--- config.mk ---
export PLATFORM = sky130hd
export DESIGN_NAME = s3c_back_flat
export DESIGN_NICKNAME = d
export VERILOG_FILES = /design/src/rtl/core/s3c_pkg.sv /design/src/rtl/core/s3c_if.sv /design/src/rtl/core/s3c_back.sv /design/src/flat_wrapper.sv
export SDC_FILE = /design/constraint.sdc
export NUM_CORES = 2
export LEC_CHECK = 0
export BUFFER_PORTS_ARGS = -buffer_cell sky130_fd_sc_hd__clkbuf_2
export CAP_MARGIN = 20
export CORE_AREA = 3 3 316 318
export CTS_CLUSTER_DIAMETER = 50
export DETAILED_ROUTE_END_ITERATION = 6
export DIE_AREA = 0 0 319 321
export PLACE_DENSITY = 0.87
export SYNTH_ARGS = -nofsm -noshare
export SYNTH_HDL_FRONTEND = slang
export SYNTH_SLANG_ARGS = --single-unit
--- constraint.sdc ---
create_clock -name clock -period 25.6 [get_ports clock]
set_input_delay 2.56 -clock clock [delete_from_list [all_inputs] [get_ports clock]]
set_output_delay 2.56 -clock clock [all_outputs]
set_load 0.1 [all_outputs]
--- src/rtl/core/s3c_pkg.sv ---
// Shared constants, types and register codes for the 3x3 RGB convolution block.
`timescale 1ns / 1ps
package s3c_pkg;

   localparam int MAX_WIDTH    = 1024;
   localparam int MAX_HEIGHT   = 4096;
   localparam int MIN_DIM      = 3;
   localparam int PIX_W        = 8;
   localparam int NUM_CHAN     = 3;
   localparam int PIX_BITS     = PIX_W * NUM_CHAN;
   localparam int COL_W        = $clog2(MAX_WIDTH);
   localparam int ROW_W        = $clog2(MAX_HEIGHT);
   localparam int WIDTH_REG_W  = 11;
   localparam int HEIGHT_REG_W = 13;
   localparam int WEIGHT_W     = 16;
   localparam int CSR_IDX_W    = 3;
   localparam int CSR_DATA_W   = 16;
   localparam int SUM4_W       = PIX_W + 2;
   localparam int PROD_W       = SUM4_W + 1 + WEIGHT_W;
   localparam int ACC_W        = PROD_W + 2;
   localparam int FRAC_W       = 8;
   localparam int QUEUE_DEPTH  = 4;
   localparam int QPTR_W       = $clog2(QUEUE_DEPTH);
   localparam int QCNT_W       = QPTR_W + 1;

   localparam logic [PIX_W-1:0] PIX_MAX = 8'd255;

   typedef enum logic [CSR_IDX_W-1:0] {
      REG_IMAGE_WIDTH   = 3'd0,
      REG_IMAGE_HEIGHT  = 3'd1,
      REG_WEIGHT_CORNER = 3'd2,
      REG_WEIGHT_SIDE   = 3'd3,
      REG_WEIGHT_MIDDLE = 3'd4
   } csr_index_type;

   // effective (clamped) dimensions and kernel weights
   typedef struct packed {
      logic [WIDTH_REG_W-1:0]    width;
      logic [HEIGHT_REG_W-1:0]   height;
      logic signed [WEIGHT_W-1:0] w_corner;
      logic signed [WEIGHT_W-1:0] w_side;
      logic signed [WEIGHT_W-1:0] w_middle;
   } cfg_type;

   typedef struct packed {
      logic [SUM4_W-1:0] corners;
      logic [SUM4_W-1:0] sides;
      logic [PIX_W-1:0]  center;
   } chan_sums_type;

   // one classified window, ready for the multiply stage
   typedef struct packed {
      chan_sums_type [NUM_CHAN-1:0] sums;
      logic [ROW_W-1:0]             row;
      logic [COL_W-1:0]             col;
      logic                         done;
   } work_type;

endpackage

--- src/rtl/core/s3c_if.sv ---


interface s3c_rsp_if;
   import s3c_pkg::*;
   logic             valid;
   logic             ready;
   logic [PIX_W-1:0] chan0_out;
   logic [PIX_W-1:0] chan1_out;
   logic [PIX_W-1:0] chan2_out;
   logic [ROW_W-1:0] out_row;
   logic [COL_W-1:0] out_col;
   logic             frame_done;
   modport source (output valid, output chan0_out, output chan1_out, output chan2_out,
                   output out_row, output out_col, output frame_done, input ready);
   modport sink   (input valid, input chan0_out, input chan1_out, input chan2_out,
                   input out_row, input out_col, input frame_done, output ready);
endinterface


--- src/rtl/core/s3c_back.sv ---
// Back end: kernel multiplies, exact sum, truncation, clamp and response register.
`timescale 1ns / 1ps
module s3c_back (
   input  logic              clock,
   input  logic              reset,
   input  s3c_pkg::cfg_type  cfg,
   input  logic              q_valid,
   input  s3c_pkg::work_type q_data,
   output logic              pop,
   s3c_rsp_if.source         rsp_bus
);
   import s3c_pkg::*;

   logic                     b1_valid_ff;
   logic signed [PROD_W-1:0] prod_c_ff [NUM_CHAN];
   logic signed [PROD_W-1:0] prod_s_ff [NUM_CHAN];
   logic signed [PROD_W-1:0] prod_m_ff [NUM_CHAN];
   logic [ROW_W-1:0]         b1_row_ff;
   logic [COL_W-1:0]         b1_col_ff;
   logic                     b1_done_ff;

   logic signed [PROD_W-1:0] op_c, op_s, op_m;
   logic signed [PROD_W-1:0] wt_c, wt_s, wt_m;
   logic signed [ACC_W-1:0]  acc [NUM_CHAN];
   logic [PIX_W-1:0]         pix_in [NUM_CHAN];

   logic                     rsp_valid_ff;
   logic [PIX_W-1:0]         out_pix_ff [NUM_CHAN];
   logic [ROW_W-1:0]         out_row_ff;
   logic [COL_W-1:0]         out_col_ff;
   logic                     out_done_ff;

   logic                     out_ready, b1_ready;

   assign out_ready = !rsp_valid_ff || rsp_bus.ready;
   assign b1_ready  = !b1_valid_ff || out_ready;
   assign pop       = q_valid && b1_ready;

   assign wt_c = PROD_W'(cfg.w_corner);
   assign wt_s = PROD_W'(cfg.w_side);
   assign wt_m = PROD_W'(cfg.w_middle);

   always_ff @(posedge clock) begin
      if (pop) begin
         for (int k = 0; k < NUM_CHAN; k++) begin
            prod_c_ff[k] <= PROD_W'($signed({1'b0, q_data.sums[k].corners})) * wt_c;
            prod_s_ff[k] <= PROD_W'($signed({1'b0, q_data.sums[k].sides})) * wt_s;
            prod_m_ff[k] <= PROD_W'($signed({1'b0, q_data.sums[k].center})) * wt_m;
         end
         b1_row_ff  <= q_data.row;
         b1_col_ff  <= q_data.col;
         b1_done_ff <= q_data.done;
      end
   end

   // exact Q8.8 sum, truncated once; non-negative so a shift truncates toward zero
   always_comb begin
      for (int k = 0; k < NUM_CHAN; k++) begin
         acc[k] = ACC_W'(prod_c_ff[k]) + ACC_W'(prod_s_ff[k]) + ACC_W'(prod_m_ff[k]);
         if (acc[k][ACC_W-1]) begin
            pix_in[k] = '0;
         end else if (|acc[k][ACC_W-2:FRAC_W+PIX_W]) begin
            pix_in[k] = PIX_MAX;
         end else begin
            pix_in[k] = acc[k][FRAC_W +: PIX_W];
         end
      end
   end

   always_ff @(posedge clock) begin
      if (b1_valid_ff && out_ready) begin
         for (int k = 0; k < NUM_CHAN; k++) begin
            out_pix_ff[k] <= pix_in[k];
         end
         out_row_ff  <= b1_row_ff;
         out_col_ff  <= b1_col_ff;
         out_done_ff <= b1_done_ff;
      end
   end

   always_ff @(posedge clock) begin
      if (reset) begin
         b1_valid_ff  <= 1'b0;
         rsp_valid_ff <= 1'b0;
      end else begin
         if (b1_ready) begin
            b1_valid_ff <= q_valid;
         end
         if (out_ready) begin
            rsp_valid_ff <= b1_valid_ff;
         end
      end
   end

   assign rsp_bus.valid      = rsp_valid_ff;
   assign rsp_bus.chan0_out  = out_pix_ff[0];
   assign rsp_bus.chan1_out  = out_pix_ff[1];
   assign rsp_bus.chan2_out  = out_pix_ff[2];
   assign rsp_bus.out_row    = out_row_ff;
   assign rsp_bus.out_col    = out_col_ff;
   assign rsp_bus.frame_done = out_done_ff;

   a_b1_holds: assert property (@(posedge clock) disable iff (reset)
      b1_valid_ff && !out_ready |=> b1_valid_ff)
      else $error("multiply stage dropped a transaction under backpressure");
endmodule

--- src/flat_wrapper.sv ---
// flat-port wrapper written by rule: the top's interface ports become plain ports
module s3c_back_flat import s3c_pkg::*;
  (clock, reset, cfg, q_valid, q_data, pop, rsp_bus_valid, rsp_bus_chan0_out, rsp_bus_chan1_out, rsp_bus_chan2_out, rsp_bus_out_row, rsp_bus_out_col, rsp_bus_frame_done, rsp_bus_ready);
  s3c_rsp_if rsp_bus_i ();
  input  logic clock;
  input  logic reset;
  input  s3c_pkg::cfg_type cfg;
  input  logic q_valid;
  input  s3c_pkg::work_type q_data;
  output logic pop;
  output wire logic [$bits(rsp_bus_i.valid)-1:0] rsp_bus_valid;
  output wire logic [$bits(rsp_bus_i.chan0_out)-1:0] rsp_bus_chan0_out;
  output wire logic [$bits(rsp_bus_i.chan1_out)-1:0] rsp_bus_chan1_out;
  output wire logic [$bits(rsp_bus_i.chan2_out)-1:0] rsp_bus_chan2_out;
  output wire logic [$bits(rsp_bus_i.out_row)-1:0] rsp_bus_out_row;
  output wire logic [$bits(rsp_bus_i.out_col)-1:0] rsp_bus_out_col;
  output wire logic [$bits(rsp_bus_i.frame_done)-1:0] rsp_bus_frame_done;
  input wire logic [$bits(rsp_bus_i.ready)-1:0] rsp_bus_ready;
  assign rsp_bus_valid = rsp_bus_i.valid;
  assign rsp_bus_chan0_out = rsp_bus_i.chan0_out;
  assign rsp_bus_chan1_out = rsp_bus_i.chan1_out;
  assign rsp_bus_chan2_out = rsp_bus_i.chan2_out;
  assign rsp_bus_out_row = rsp_bus_i.out_row;
  assign rsp_bus_out_col = rsp_bus_i.out_col;
  assign rsp_bus_frame_done = rsp_bus_i.frame_done;
  assign rsp_bus_i.ready = rsp_bus_ready;
  s3c_back u_core (.clock(clock), .reset(reset), .cfg(cfg), .q_valid(q_valid), .q_data(q_data), .pop(pop), .rsp_bus(rsp_bus_i));
endmodule
==> impl_metrics.yaml <==
setup_path:
  required_ns: 25.96
  critPathMaxStageDelay_ns: 0.64
  path_max_fanout: 30
  cp_cell_sequence: "clkbuf_2 > nand2_1 > fa_1 > fa_1 > inv_1 > fa_1 > fa_1 > inv_1 > fa_1 > inv_1 > ha_1 > a21o_1 > a21o_1 > a41o_1 > o22ai_1 > a221oi_1 > a2111oi_0 > nor3_1 > a211o_1 > a21oi_1 > xnor2_1"
  cp_num_buf_inv: 4
  cp-end-kind: "flop"
  cp_slowest_cell: "clkbuf_2"
  startpoint_type: "input port"
  crit_type: "input port to flop"
  critPathTopFamily: "adder cells"
  cp.arrival_ns: 9.03
  crit_top_cell: "fa_1"
synth:
  syn_area_um2: 64200
  ys_ff_latch: 309
  syn_inst: 6749
  yosys.area.top_type: "fa_1"
  synth_area_leaders: "fa_1, edfxtp_1, ha_1, inv_1, and2_1"
  syn_nets: 8783
  synth_top_cell_area_share: 0.391
  ys_seq_area_frac: 0.144
  yosysWarnings: 0
  synthDistinctLibCells: 80
  synth_edf_count: 307
  avgSynthCellArea_um2: 9.51
  ys_async_sr_fraction: 0
  synthFlopType: "edfxtp_1"
clock_network:
  htreeDepth: 2
  clk_latency_ns: 0.61
  postCtsSetupBuffers: 0
  tritoncts: "yes"
  clk_pin_slew_ns: 0.06
  numCtsBuffers: 43
  cts_root_buf: "clkbuf_16"
  clock_path_buffers: 3
  clkSinkCount: 309
  hold_buffers: 0
  cts.repair.resized: 0
global_route:
  grt_max_degree: 181
  track_usage: 0.310
  grt_pass1_wl_um: 254000
  overflow: 0
  antenna_found_initial: 21
  grt_pass1_vias: 51200
job:
  max_cap_violations: 0
floorplanning:
  core_area_um2: 96900
  dieArea_um2: 102000
  die_h_um: 321
  start_util: 0.663
  fp.dieW_um: 319
  io_pins: 232
  floorplan.rows: 114
routing:
  route.final.wire_length_um: 153000
  drt_iter0_markers: 3316
  vias: 46600
  drc_errors: 0
  wl_met2_um: 74900
  wl_met3_um: 13400
  maxUsedRoutingLayer: "met5"
  vias_per_cell: 5.75
  wl_met1_um: 55200
  drt-wirelength-per-cell_um: 18.8
  dr.pass1.iters: 6
  ant_nets: 0
run_status:
  outcome: "completed"
timing:
  maxSlewHeadroom: 0.336
  period_minus_slack_ns: 8.67
  hold_viol_final: 0
  fin_crit_sh: 0.339
  rsz0062_at_grt: "false"
  clock_skew_ns: 0.0359
  fmax_ghz: 0.115
  totalNegativeSetupSlack_ns: 0
  drv_slew: 0
  finalSetupViolCount: 0
  tightest_slew_ns: 0.996
placement:
  hpwl_um: 121000
  port_buffers: 207
  gp_congestion: 0.957
  dpl_cell_area_um2: 66100
final_layout:
  fin_nets: 8818
  layout-drive-gt1-share: 0.0485
  stdcell_area_um2: 67500
  area_growth_pct: 5.18
worst_hold_path:
  hp-class: "flop to flop"
[flip-flops by register name (all words and copies together), names as in the netlist]
signal                     cells
u_core.b1_col_ff              10
u_core.b1_done_ff              1
u_core.b1_row_ff              12
u_core.b1_valid_ff             1
u_core.out_pix_ff             24
u_core.prod_c_ff              81
u_core.prod_m_ff              75
u_core.prod_s_ff              81
u_core.rsp_bus.frame_done      1
u_core.rsp_bus.out_col        10
u_core.rsp_bus.out_row        12
u_core.rsp_bus.valid           1
[worst paths after layout]
kind / startpoint / to / slack, ns / cells after the start
setup / recovery: cfg[23] / u_core.prod_s_ff[0][53] / 16.93 / 21
hold reg to reg: u_core.b1_col_ff[9] / u_core.rsp_bus.out_col[9] / 0.41 / 0
setup reg to reg: u_core.prod_s_ff[0][60] / u_core.out_pix_ff[0][18] / 21.07 / 14
hold / removal: u_core.b1_col_ff[9] / u_core.rsp_bus.out_col[9] / 0.41 / 0
[layout by cell type (no fill, tap or decap), drive strengths merged, types with 14 or more instances in the layout]
cell type / netlist / final
edfxtp: 307 / 307
nand2: 801 / 801
nor2: 153 / 153
nand3: 53 / 53
a21o: 55 / 55
and3: 29 / 29
a31oi: 25 / 25
and2: 678 / 678
xnor2: 194 / 194
a211oi: 23 / 23
a21oi: 190 / 190
o21bai: 17 / 17
nor2b: 32 / 32
clkbuf: 220 / 258
fa: 1254 / 1254
diode: 0 / 14
ha: 597 / 597
or3: 24 / 24
o21ai: 93 / 93
xor2: 46 / 46
o211ai: 14 / 14
inv: 1647 / 1660
o21a: 43 / 43
nor3: 68 / 68
nand2b: 24 / 24
[routing by layer]
| metal | vias to the layer above | track usage |
|---|---|---|
| li1 | 20500 | - |
| met1 | 23500 | 0.378 |
| met2 | 2099 | 0.530 |
| met3 | 526 | 0.0552 |
| met4 | 4 | 0.164 |
| met5 | - | 0 |
[cell usage after synthesis (all sizes together), types with 5 or more instances]
cell and n:
mux2i 6, a211oi 23, a21oi 190, o21a 43, o21bai 17, edfxtp 307
a31oi 25, or3 24, ha 597, and3 29, clkbuf 220, o41ai 7
fa 1254, o21ba 5, a2111oi 5, a31o 8, nor3 68, inv 1647
o2111ai 12, xnor2 194, a41o 7, a21boi 13, o211ai 14, nor2 153
and2 678, a211o 9, nand3 53, nand2b 24, a21o 55, xor2 46
a311oi 5, nand4 5, or2 13, nand2 801, o31ai 7, nor2b 32
o21ai 93
[per-stage QoR]
step | util | instances | setup WS, ns | hold WS [ns]
after floorplan | - | 6749 | 6.88 | 0.400
after global placement | 0.682 | 8014 | 16.59 | 0.400
after detailed placement | 0.682 | 8014 | 16.40 | 0.405
after CTS | 0.697 | 8093 | 17.05 | 0.410
after global routing | 0.697 | 8107 | 16.61 | 0.422
final | 0.697 | 8108 | 16.93 | 0.412
[final cells by class]
class	instances	area, µm²
inverter	1647	6180
antenna	14	35.0
timing repair buffer	214	1100
clock inverter	28	308
tap	1276	1600
clock buffer	51	1120
fill	6697	29300
multi-input combinational	4569	47900
sequential	309	9260
[logic make-up after synthesis]
| logic type | count (synthesis) | share of synthesized area |
|---|---|---|
| muxes | 10 | 0.00164 |
| DFF | 309 | 0.144 |
| buffers and inverters | 1871 | 0.109 |
| and+or+nand+nor | 1899 | 0.146 |
| adders and majority gates | 1851 | 0.507 |
| AOI/OAI and AO/OA | 569 | 0.0582 |
| xor gates and xnor gates | 240 | 0.0327 |
Power is not shown: default switching activity piles up to over one toggle a cycle in this logic, so the estimate is an artifact.
