File: src/rtl/core/s3c_pkg.sv
// Shared constants, types and register codes for the 3x3 RGB convolution block.
`timescale 1ns / 1ps
package s3c_pkg;

   localparam int MAX_WIDTH    = 1024;
   localparam int MAX_HEIGHT   = 4096;
   localparam int MIN_DIM      = 3;
   localparam int PIX_W        = 8;
   localparam int NUM_CHAN     = 3;
   localparam int PIX_BITS     = PIX_W * NUM_CHAN;
   localparam int COL_W        = $clog2(MAX_WIDTH);
   localparam int ROW_W        = $clog2(MAX_HEIGHT);
   localparam int WIDTH_REG_W  = 11;
   localparam int HEIGHT_REG_W = 13;
   localparam int WEIGHT_W     = 16;
   localparam int CSR_IDX_W    = 3;
   localparam int CSR_DATA_W   = 16;
   localparam int SUM4_W       = PIX_W + 2;
   localparam int PROD_W       = SUM4_W + 1 + WEIGHT_W;
   localparam int ACC_W        = PROD_W + 2;
   localparam int FRAC_W       = 8;
   localparam int QUEUE_DEPTH  = 4;
   localparam int QPTR_W       = $clog2(QUEUE_DEPTH);
   localparam int QCNT_W       = QPTR_W + 1;

   localparam logic [PIX_W-1:0] PIX_MAX = 8'd255;

   typedef enum logic [CSR_IDX_W-1:0] {
      REG_IMAGE_WIDTH   = 3'd0,
      REG_IMAGE_HEIGHT  = 3'd1,
      REG_WEIGHT_CORNER = 3'd2,
      REG_WEIGHT_SIDE   = 3'd3,
      REG_WEIGHT_MIDDLE = 3'd4
   } csr_index_type;

   // effective (clamped) dimensions and kernel weights
   typedef struct packed {
      logic [WIDTH_REG_W-1:0]    width;
      logic [HEIGHT_REG_W-1:0]   height;
      logic signed [WEIGHT_W-1:0] w_corner;
      logic signed [WEIGHT_W-1:0] w_side;
      logic signed [WEIGHT_W-1:0] w_middle;
   } cfg_type;

   typedef struct packed {
      logic [SUM4_W-1:0] corners;
      logic [SUM4_W-1:0] sides;
      logic [PIX_W-1:0]  center;
   } chan_sums_type;

   // one classified window, ready for the multiply stage
   typedef struct packed {
      chan_sums_type [NUM_CHAN-1:0] sums;
      logic [ROW_W-1:0]             row;
      logic [COL_W-1:0]             col;
      logic                         done;
   } work_type;

endpackage

File: src/rtl/core/s3c_queue.sv
// Short FIFO between the window front end and the multiply back end.
`timescale 1ns / 1ps
module s3c_queue (
   input  logic                       clock,
   input  logic                       reset,
   input  logic                       push,
   input  s3c_pkg::work_type          push_data,
   input  logic                       pop,
   output s3c_pkg::work_type          pop_data,
   output logic                       not_empty,
   output logic [s3c_pkg::QCNT_W-1:0] count
);
   import s3c_pkg::*;

   work_type          slot_ff [QUEUE_DEPTH];
   logic [QPTR_W-1:0] wr_ptr_ff, rd_ptr_ff;
   logic [QCNT_W-1:0] count_ff;

   always_ff @(posedge clock) begin
      if (push) begin
         slot_ff[wr_ptr_ff] <= push_data;
      end
   end

   always_ff @(posedge clock) begin
      if (reset) begin
         wr_ptr_ff <= '0;
         rd_ptr_ff <= '0;
         count_ff  <= '0;
      end else begin
         if (push) begin
            wr_ptr_ff <= wr_ptr_ff + QPTR_W'(1);
         end
         if (pop) begin
            rd_ptr_ff <= rd_ptr_ff + QPTR_W'(1);
         end
         count_ff <= count_ff + QCNT_W'(push) - QCNT_W'(pop);
      end
   end

   assign pop_data  = slot_ff[rd_ptr_ff];
   assign not_empty = (count_ff != '0);
   assign count     = count_ff;

   a_no_overflow: assert property (@(posedge clock) disable iff (reset)
      push |-> (count_ff < QCNT_W'(QUEUE_DEPTH)) || pop)
      else $error("queue written while full");

   a_no_underflow: assert property (@(posedge clock) disable iff (reset)
      pop |-> not_empty)
      else $error("queue read while empty");
endmodule

File: config.mk
export PLATFORM = sky130hd
export DESIGN_NAME = s3c_queue
export DESIGN_NICKNAME = d
export VERILOG_FILES = /design/src/rtl/core/s3c_pkg.sv /design/src/rtl/core/s3c_queue.sv
export SDC_FILE = /design/constraint.sdc
export NUM_CORES = 1
export LEC_CHECK = 0
export BUFFER_PORTS_ARGS = -buffer_cell sky130_fd_sc_hd__buf_2
export CAP_MARGIN = 5
export CORE_ASPECT_RATIO = 0.9
export CORE_UTILIZATION = 30
export DETAILED_ROUTE_END_ITERATION = 10
export SLEW_MARGIN = 0
export SYNTH_ARGS = -nofsm -noshare
export SYNTH_HDL_FRONTEND = slang
export SYNTH_SLANG_ARGS = --single-unit
File: constraint.sdc
create_clock -name clock -period 9.82 [get_ports clock]
set_input_delay 0.982 -clock clock [delete_from_list [all_inputs] [get_ports clock]]
set_output_delay 0.982 -clock clock [all_outputs]
set_load 0.01 [all_outputs]
==> flow_summary.ini, run 1 <==
[floorplanning]
fp.dieH_um = 220
initial_utilization_pct = 30.6
core_um2 = 51900
dieWidth_um = 244
pin_count = 222
dieArea_um2 = 53800
placementRows = 79

[sta]
worst_pin_slew_ps = 1020
finalSetupViolations = 0
final.period_utilization_pct = 40.3
slew_viol_final = 0
rsz0062_at_grt = false
fin_skew_ps = 15.5
max_clock_freq_mhz = 253
slew_headroom_pct = 31.7
hold_violations = 0
timing.final.crit_period_ps = 3950
tns_ps = 0

[power_and_ir_drop]
pwr-share-seq_pct = 51.3
p_per_area_nw_per_um2 = 221
leakagePower_uw = 0.00636
p_clk_share_pct = 39.9
swShare_pct = 21.9
p_switching_uw = 929
irDropWorstVdd_mv = 0.165
power.internal_uw = 3310
p_comb_share_pct = 8.8

[detailed_routing]
ant_nets = 0
vias = 7057
wl_um = 30500
first_pass_iters = 4
vias_per_cell = 4.47
drcViolationCount = 0
drtIter0Drc = 436
routedWlPerCell_um = 19.3

[setup_path]
rr_endpoint = slot_ff[2][60]$_DFFE_PP_
worst_path_largest_cell_delay_ps = 830
reg2regPathDepth = 5
critPathSlowestCell = dfxtp_4
worstPathMaxFanout = 60
critPathRequiredTime_ps = 8840
cp.arrival_ps = 2970
regToRegSetupSlack_ps = 7200
path_cells = buf_4 -> mux4_2 -> buf_2
cp-start-kind = flip-flop
worstReg2RegStart = wr_ptr_ff[0]$_SDFFE_PP0P_
cp_num_buf_inv = 2
crit_type = reg -> out
worst_setup_path_end_kind = output port
cp_top_family = buffers and inverters

[layout]
nFillCells = 4743
syn2layout_area_growth_pct = 21.4
nets = 971
fin_area_um2 = 19200
drive_above_1_share_pct = 46.8

[clocking]
h-tree-depth = 2
cts.hold.buffers_added = 0
cts_buffers = 46
clock_sinks = 437
cts_resized = 0
cts_root_buf = clkbuf_16
post-cts-setup-buffers = 0
clk_path_buf_depth = 3
clk_latency_ps = 560
clk_pin_slew_ps = 60
cts_tree = yes

[logic_synthesis]
yosysMostFrequentCell = edfxtp_1
syn_nets = 718
synth.largest_area_cell = edfxtp_1
synthTopCellsByArea = edfxtp_1 (81%), mux4_2 (15%), dfxtp_1 (1.1%)
synth_flop_cell = edfxtp_1
netlist_instances = 600
synth_cell_type_count = 20
ys_ff_latch = 437
synth_area_um2 = 15900
synth-edff-count = 428
avgSynthCellArea_um2 = 26.4
seq_area_frac_synth_pct = 82.2
synthTopCellsByCount = edfxtp_1 (428), mux4_2 (107), buf_2 (12)
synth.yosys.warnings = 0
async_reset_ff_share_pct = 0
synth.top_cell.area_share_pct = 81.1

[global_routing]
grt_max_degree = 61
track_usage_pct = 11.5
antenna_found_initial = 5
overflow = 0
grt_pass1_vias = 7708
grt_pass1_wl_um = 46300

[place]
hpwl_um = 17400
gp_congestion = 0.665
portBuffers = 221
placed_cell_area_um2 = 17700

[min_path]
worstHoldPathType = reg -> reg
holdPathEnd = wr_ptr_ff[1]$_SDFFE_PP0P_
hold_start = wr_ptr_ff[1]$_SDFFE_PP0P_
min_path_cells = 2

[job]
max_cap_violations = 0

[outcome]
outcome = finished clean
## layout make-up
class / count / area [um2] / share of cell area, %
sequential: 437 / 13000 / 67.8
multi-input combinational: 133 / 2650 / 13.8
clock buffer: 57 / 1260 / 6.57
timing repair buffer: 229 / 1170 / 6.06
tap: 688 / 861 / 4.47
clock inverter: 27 / 234 / 1.22
inverter: 6 / 22.5 / 0.117
antenna: 1 / 2.50 / 0.0130
## worst min-delay path, stage by stage (launching register included)
cell	delay (ps)
dfxtp_1	330
mux2i_1	130
nor2_1	50
## state kept, by name, summed over array words and instances (netlist names), named ones only
signal	flops
wr_ptr_ff	2
slot_ff	428
count	3
rd_ptr_ff	2
## power by group through the flow
stage / logic (uW) / clock network (uW) / registers (uW)
floorplan: 233 / 0 / 2210
global placement: 380 / 0 / 2210
detailed placement: 385 / 0 / 2220
CTS: 386 / 1750 / 2180
global route: 409 / 1820 / 2180
finish: 373 / 1690 / 2180
## metrics by stage
step | hold WS, ps | worst slack, ps | util [%] | instances | power, uW
floorplan | 492 | 5900 | - | 600 | 2440
global placement | 534 | 6390 | 34.2 | 1493 | 2590
detailed placement | 557 | 6380 | 34.2 | 1493 | 2600
CTS | 571 | 5760 | 37.1 | 1577 | 4310
global route | 598 | 5710 | 37.1 | 1577 | 4410
finish | 559 | 5870 | 37.1 | 1578 | 4240
## cells in the final DEF (no fill, tap or decap), types with 2 or more instances in the layout
cell,count
and2_4,4
bufinv_16,3
edfxtp_1,428
clkinv_1,6
ha_1,6
clkinv_4,2
nor2b_1,2
xnor2_1,2
clkbuf_1,5
inv_4,2
clkinv_2,6
dfxtp_1,7
buf_4,8
inv_1,6
mux4_2,107
buf_2,221
clkinvlp_4,7
nor2_1,5
clkbuf_8,5
dfxtp_4,2
clkbuf_16,47
## worst max-delay path by stage
stage	cells past startpoint	endpoint	startpoint	slack, ps
after CTS	3	pop_data[14]	flip-flop	5760
final	3	pop_data[14]	flip-flop	5870
after detailed placement	3	pop_data[14]	flip-flop	6380
after floorplan	1	slot_ff[0][0]$_DFFE_PP_	push	5900
after global placement	3	pop_data[14]	flip-flop	6390
after global routing	3	pop_data[29]	flip-flop	5710
## cell families (layout without fill, tap and decap cells)
| group | after synthesis | in the layout | synth area share, % |
|---|---|---|---|
| adder cells (fa/ha/maj) | 7 | 7 | 0.600 |
| other | 0 | 1 | 0 |
| multiplexers | 108 | 108 | 15.3 |
| AO/OA/AOI/OAI | 2 | 2 | 0.0947 |
| AND/OR/NAND/NOR | 13 | 13 | 0.442 |
| flip-flops | 437 | 437 | 82.2 |
| buffers and inverters | 30 | 319 | 1.14 |
| XOR/XNOR | 3 | 3 | 0.260 |
## routing by layer
layer | track usage (%) | share of wire (%) | up-vias
li1 | - | - | 3100
met1 | 14.4 | 43 | 3719
met2 | 18.4 | 47 | 178
met3 | 4.26 | 7.9 | 52
met4 | 3.67 | 2.0 | 8
met5 | 0 | 0.16 | -
Power figures use the tool's default switching activity.
==> run 2: changes to the inputs <==
- clock period: 9.82 -> 3.9 ns (I/O delays scaled with it)
==> run 2 against run 1 <==
Net effect:
- non-clock buffer count grew 25
- combinational power rose to 2.6 times the previous value
- clock power rose by 140%
- highest routed layer unchanged
- via count grew 1.6%
- worst setup slack got worse by 4800 ps
- sequential power increased to 2.5 times the previous value
- critical endpoint is now pop_data[41]
- final cell count is 1.6% higher
- sequential share of layout area is 0.79 points lower
- critical path type unchanged
- first-iteration DRC count is 10% lower
- global-route usage down 0.13 points
- total power is 150% higher
==> flow_summary.ini, run 2 (same netlist as run 1, synthesis figures left out) <==
[sta]
rsz0062_at_grt = false
tns_ps = 0
worst_pin_slew_ps = 752
final.period_utilization_pct = 73.8
max_clock_freq_mhz = 347
hold_violations = 0
slew_headroom_pct = 49.8
fin_skew_ps = 15.0
slew_viol_final = 0
timing.final.crit_period_ps = 2880
finalSetupViolations = 0

[floorplanning]
core_um2 = 51900
initial_utilization_pct = 30.6
fp.dieH_um = 220
pin_count = 222
dieArea_um2 = 53800
dieWidth_um = 244
placementRows = 79

[setup_path]
worst_setup_path_end_kind = output port
worst_path_largest_cell_delay_ps = 830
rr_endpoint = slot_ff[0][57]$_DFFE_PP_
cp.arrival_ps = 2490
crit_type = reg -> out
worstReg2RegStart = wr_ptr_ff[0]$_SDFFE_PP0P_
reg2regPathDepth = 4
worstPathMaxFanout = 33
cp-endpoint = pop_data[41]
critPathRequiredTime_ps = 3510
critPathSlowestCell = dfxtp_4
regToRegSetupSlack_ps = 2060
cp-start-kind = flip-flop
cp_num_buf_inv = 2
cp.depth = 3
path_cells = buf_4 -> mux4_2 -> buf_2
cp_top_family = flip-flops

[power_and_ir_drop]
p_clk_share_pct = 38.9
irDropWorstVdd_mv = 0.338
pwr-share-seq_pct = 51.8
power.internal_uw = 8270
p_comb_share_pct = 9.3
leakagePower_uw = 0.00646
swShare_pct = 21.8
p_switching_uw = 2300
p_per_area_nw_per_um2 = 543
power_uw = 10600

[clocking]
clk_path_buf_depth = 3
clk_latency_ps = 560
cts_buffers = 46
cts_root_buf = clkbuf_16
clock_sinks = 437
cts_resized = 0
cts_tree = yes
cts.hold.buffers_added = 16
h-tree-depth = 2
clk_pin_slew_ps = 60
post-cts-setup-buffers = 0

[layout]
layout_common_cells = edfxtp_1 (428), buf_2 (221), mux4_2 (107), clkbuf_16 (47), dlygate4sd3_1 (16)
drive_above_1_share_pct = 44.7
nets = 996
largest_reg_flops = 428
largest-register = slot_ff
syn2layout_area_growth_pct = 22.8
layout_commonest_cell = edfxtp_1

[job]
max_cap_violations = 0

[min_path]
worstHoldPathType = in -> reg

[global_routing]
met1_usage_pct = 14.3
busiest_layer = met2
grt_max_degree = 62
antenna_found_initial = 4
met2_usage_pct = 18.2
grt_pass1_vias = 7668
track_usage_pct = 11.4
gr-usage-met3_pct = 3.85
grt_pass1_wl_um = 45700
overflow = 0

[detailed_routing]
ant_nets = 0
routedWlPerCell_um = 19.0
drcViolationCount = 0
wl_um = 30400
first_pass_iters = 4
vias_per_cell = 4.47
vias = 7167
drtIter0Drc = 391

[place]
hpwl_um = 17800
gp_congestion = 0.686
portBuffers = 221

[outcome]
outcome = finished clean
==> run 2: worst min-delay path by stage <==
stage / start / to / slack [ps] / depth (start not counted)
2_1_floorplan: reset / count[0]$_SDFF_PP0_ / 460 / 1
3_3_place_gp: rd_ptr_ff[1]$_SDFFE_PP0P_ / flip-flop / 500 / 2
3_5_place_dp: rd_ptr_ff[1]$_SDFFE_PP0P_ / flip-flop / 520 / 2
4_1_cts: push_data[80] / slot_ff[0][80]$_DFFE_PP_ / 0.8 / 1
5_1_grt: push_data[28] / slot_ff[1][28]$_DFFE_PP_ / 7 / 1
6_report: push_data[6] / slot_ff[0][6]$_DFFE_PP_ / 40 / 1
==> run 2: routing by layer <==
metal,vias to the layer above,share of wire (%)
li1,3141,-
met1,3773,42
met2,197,48
met3,50,7.3
met4,6,2.1
met5,-,0.12
==> run 2: power by group through the flow <==
stage                     registers, uW  logic (uW)  clock network, uW
after floorplan                    5560         585                  0
after global placement             5570         980                  0
after detailed placement           5580         991                  0
after CTS                          5480        1010               4240
after global routing               5500        1070               4410
final                              5480         979               4120
==> run 2: layout make-up <==
cell class / count / area, um2
clock inverters: 24 / 185
diodes: 1 / 2.50
flip-flops and latches: 437 / 13000
multi-input cells: 133 / 2650
clock buffers: 60 / 1220
repair buffers: 254 / 1480
fillers: 4687 / 32400
well taps: 688 / 861
inverters: 6 / 22.5
==> run 2: through the flow <==
| step | instance area, um2 | setup WS (ps) | utilization (%) | cells | hold slack (ps) |
|---|---|---|---|---|---|
| final | 19500 | 1020 | 37.5 | 1603 | 43.3 |
| after global placement | 17900 | 1520 | 34.5 | 1502 | 502 |
| after global routing | 19500 | 817 | 37.5 | 1602 | 6.74 |
| after floorplan | 15900 | 412 | - | 600 | 462 |
| after detailed placement | 17900 | 1520 | 34.5 | 1502 | 519 |
| after CTS | 19500 | 876 | 37.5 | 1602 | 0.816 |
==> run 2: worst register-to-register path: stages, from the launching register on <==
cell,delay [ps]
dfxtp_1,340
inv_1,90
ha_1,140
and2_4,360
buf_4,510
==> run 3: changes to the inputs <==
- clock period: 3.9 -> 2.73 ns (I/O delays scaled with it)
==> run 3 against run 2 <==
Net effect:
- first-iteration DRC count rose by 9.2%
- global-route usage rose by 0.71 points
- critical path depth did not move
- total power rose by 45%
- clock skew fell by 7.5 ps
- non-clock buffer count rose by 104
- clock power rose by 44%
- largest cell class unchanged
- sequential power rose by 43%
- final cell count rose by 6.1%
- routed wire length rose by 7.4%
- via count rose by 5.7%
- die area did not move
==> flow_summary.ini, run 3 (same netlist as run 1, synthesis figures left out) <==
[setup_path]
cp.arrival_ps = 2180
cp-start-kind = flip-flop
worst_setup_path_end_kind = output port
crit_type = reg -> out
critPathRequiredTime_ps = 2460
worstPathMaxFanout = 25

[clocking]
cts_tree = yes
clk_pin_slew_ps = 60
cts_root_buf = clkbuf_16
clk_path_buf_depth = 3
cts_buffers = 45
clock_sinks = 437
h-tree-depth = 2
clk_latency_ps = 550

[place]
placed_cell_area_um2 = 18100
hpwl_um = 19400
portBuffers = 221
gp_congestion = 0.676
dp_slack_ps = 676

[outcome]
outcome = finished clean

[sta]
slew_viol_final = 0
max_clock_freq_mhz = 408
slew_headroom_pct = 59.7
rsz0062_at_grt = false
timing.final.crit_period_ps = 2450
finalSetupViolations = 0
tns_ps = 0
hold_violations = 0
fin_skew_ps = 7.50
final.period_utilization_pct = 89.8
setup_slack_ps = 278
worst_pin_slew_ps = 604

[layout]
layout_commonest_cell = edfxtp_1
layout_common_cells = edfxtp_1 (428), buf_2 (221), dlygate4sd3_1 (108), mux4_2 (107), clkbuf_16 (45)
fin_area_um2 = 20600
largest-register = slot_ff
syn2layout_area_growth_pct = 29.9
drive_above_1_share_pct = 42.5
largest_reg_flops = 428
nets = 1099

[floorplanning]
fp.dieH_um = 220
placementRows = 79
dieArea_um2 = 53800
pin_count = 222
initial_utilization_pct = 30.6
core_um2 = 51900
dieWidth_um = 244

[global_routing]
overflow = 0
gr-usage-met3_pct = 3.60
grt_max_degree = 57
met2_usage_pct = 18.8
track_usage_pct = 12.1
grt_pass1_vias = 8009
grt_pass1_wl_um = 48500
antenna_found_initial = 2
busiest_layer = met2
met1_usage_pct = 16.2

[detailed_routing]
wl_um = 32700
vias_per_cell = 4.45
first_pass_iters = 5
drtIter0Drc = 427
vias = 7576
ant_nets = 0
drcViolationCount = 0
routedWlPerCell_um = 19.2

[power_and_ir_drop]
leakagePower_uw = 0.00694
irDropWorstVdd_mv = 0.559
p_per_area_nw_per_um2 = 745

[min_path]
worstHoldPathType = in -> reg

[job]
max_cap_violations = 0
-- run 3: changes by cell type in the layout (fill, tap and decap cells not counted), sizes merged --
cell / delta
dlygate4sd3: +92
buf: +12
clkinv: -7
clkbuf: -5
clkinvlp: +4
bufinv: +1
inv: +1
-- run 3: worst paths after layout --
path	depth (start not counted)	startpoint	slack, ps	endpoint
max	3	flip-flop	280	pop_data[42]
min	3	pop	70	rd_ptr_ff[0]$_SDFFE_PP0P_
max reg2reg	4	wr_ptr_ff[0]$_SDFFE_PP0P_	980	slot_ff[0][97]$_DFFE_PP_
min reg2reg	2	rd_ptr_ff[1]$_SDFFE_PP0P_	540	flip-flop
-- run 3: layout make-up --
type / count / area [um2]
clock buffer: 55 / 1180
timing repair buffer: 358 / 2600
inverter: 6 / 22.5
antenna: 1 / 2.50
multi-input combinational: 133 / 2650
tap: 688 / 861
clock inverter: 23 / 235
sequential: 437 / 13000
fill: 4655 / 31300
-- run 3: power by group --
part | leakage [uW] | internal (uW) | total [uW] | switching [uW]
Sequential | 0.00401 | 7710 | 7810 | 101
Clock | 0.000686 | 3470 | 5940 | 2470
Combinational | 0.00225 | 806 | 1590 | 789
-- run 3: what timing repair did --
action	in CTS	in global routing
endpoints found under the hold margin	437	0
endpoints found under the setup margin	0	3
resized for setup	0	0
setup buffers	0	1
hold buffers	108	0
-- run 3: layer usage --
metal,up-vias,wire length (um)
met4,2,654
met3,49,2130
met2,180,15300
li1,3343,-
met1,4002,14600
met5,-,10
-- run 3: per-stage QoR --
step	total power (uW)	cells	util, %	hold WS [ps]
2_1_floorplan	8760	600	-	345
3_3_place_gp	9430	1513	34.8	485
3_5_place_dp	9450	1513	34.8	490
4_1_cts	15600	1699	39.6	19.5
5_1_grt	15900	1700	39.7	52.3
6_report	15300	1701	39.7	66.5
-- run 3: worst max-delay path, cell delays in order (launching register included) --
cell	delay, ps
dfxtp_4	600
buf_12	280
mux4_2	540
buf_2	150
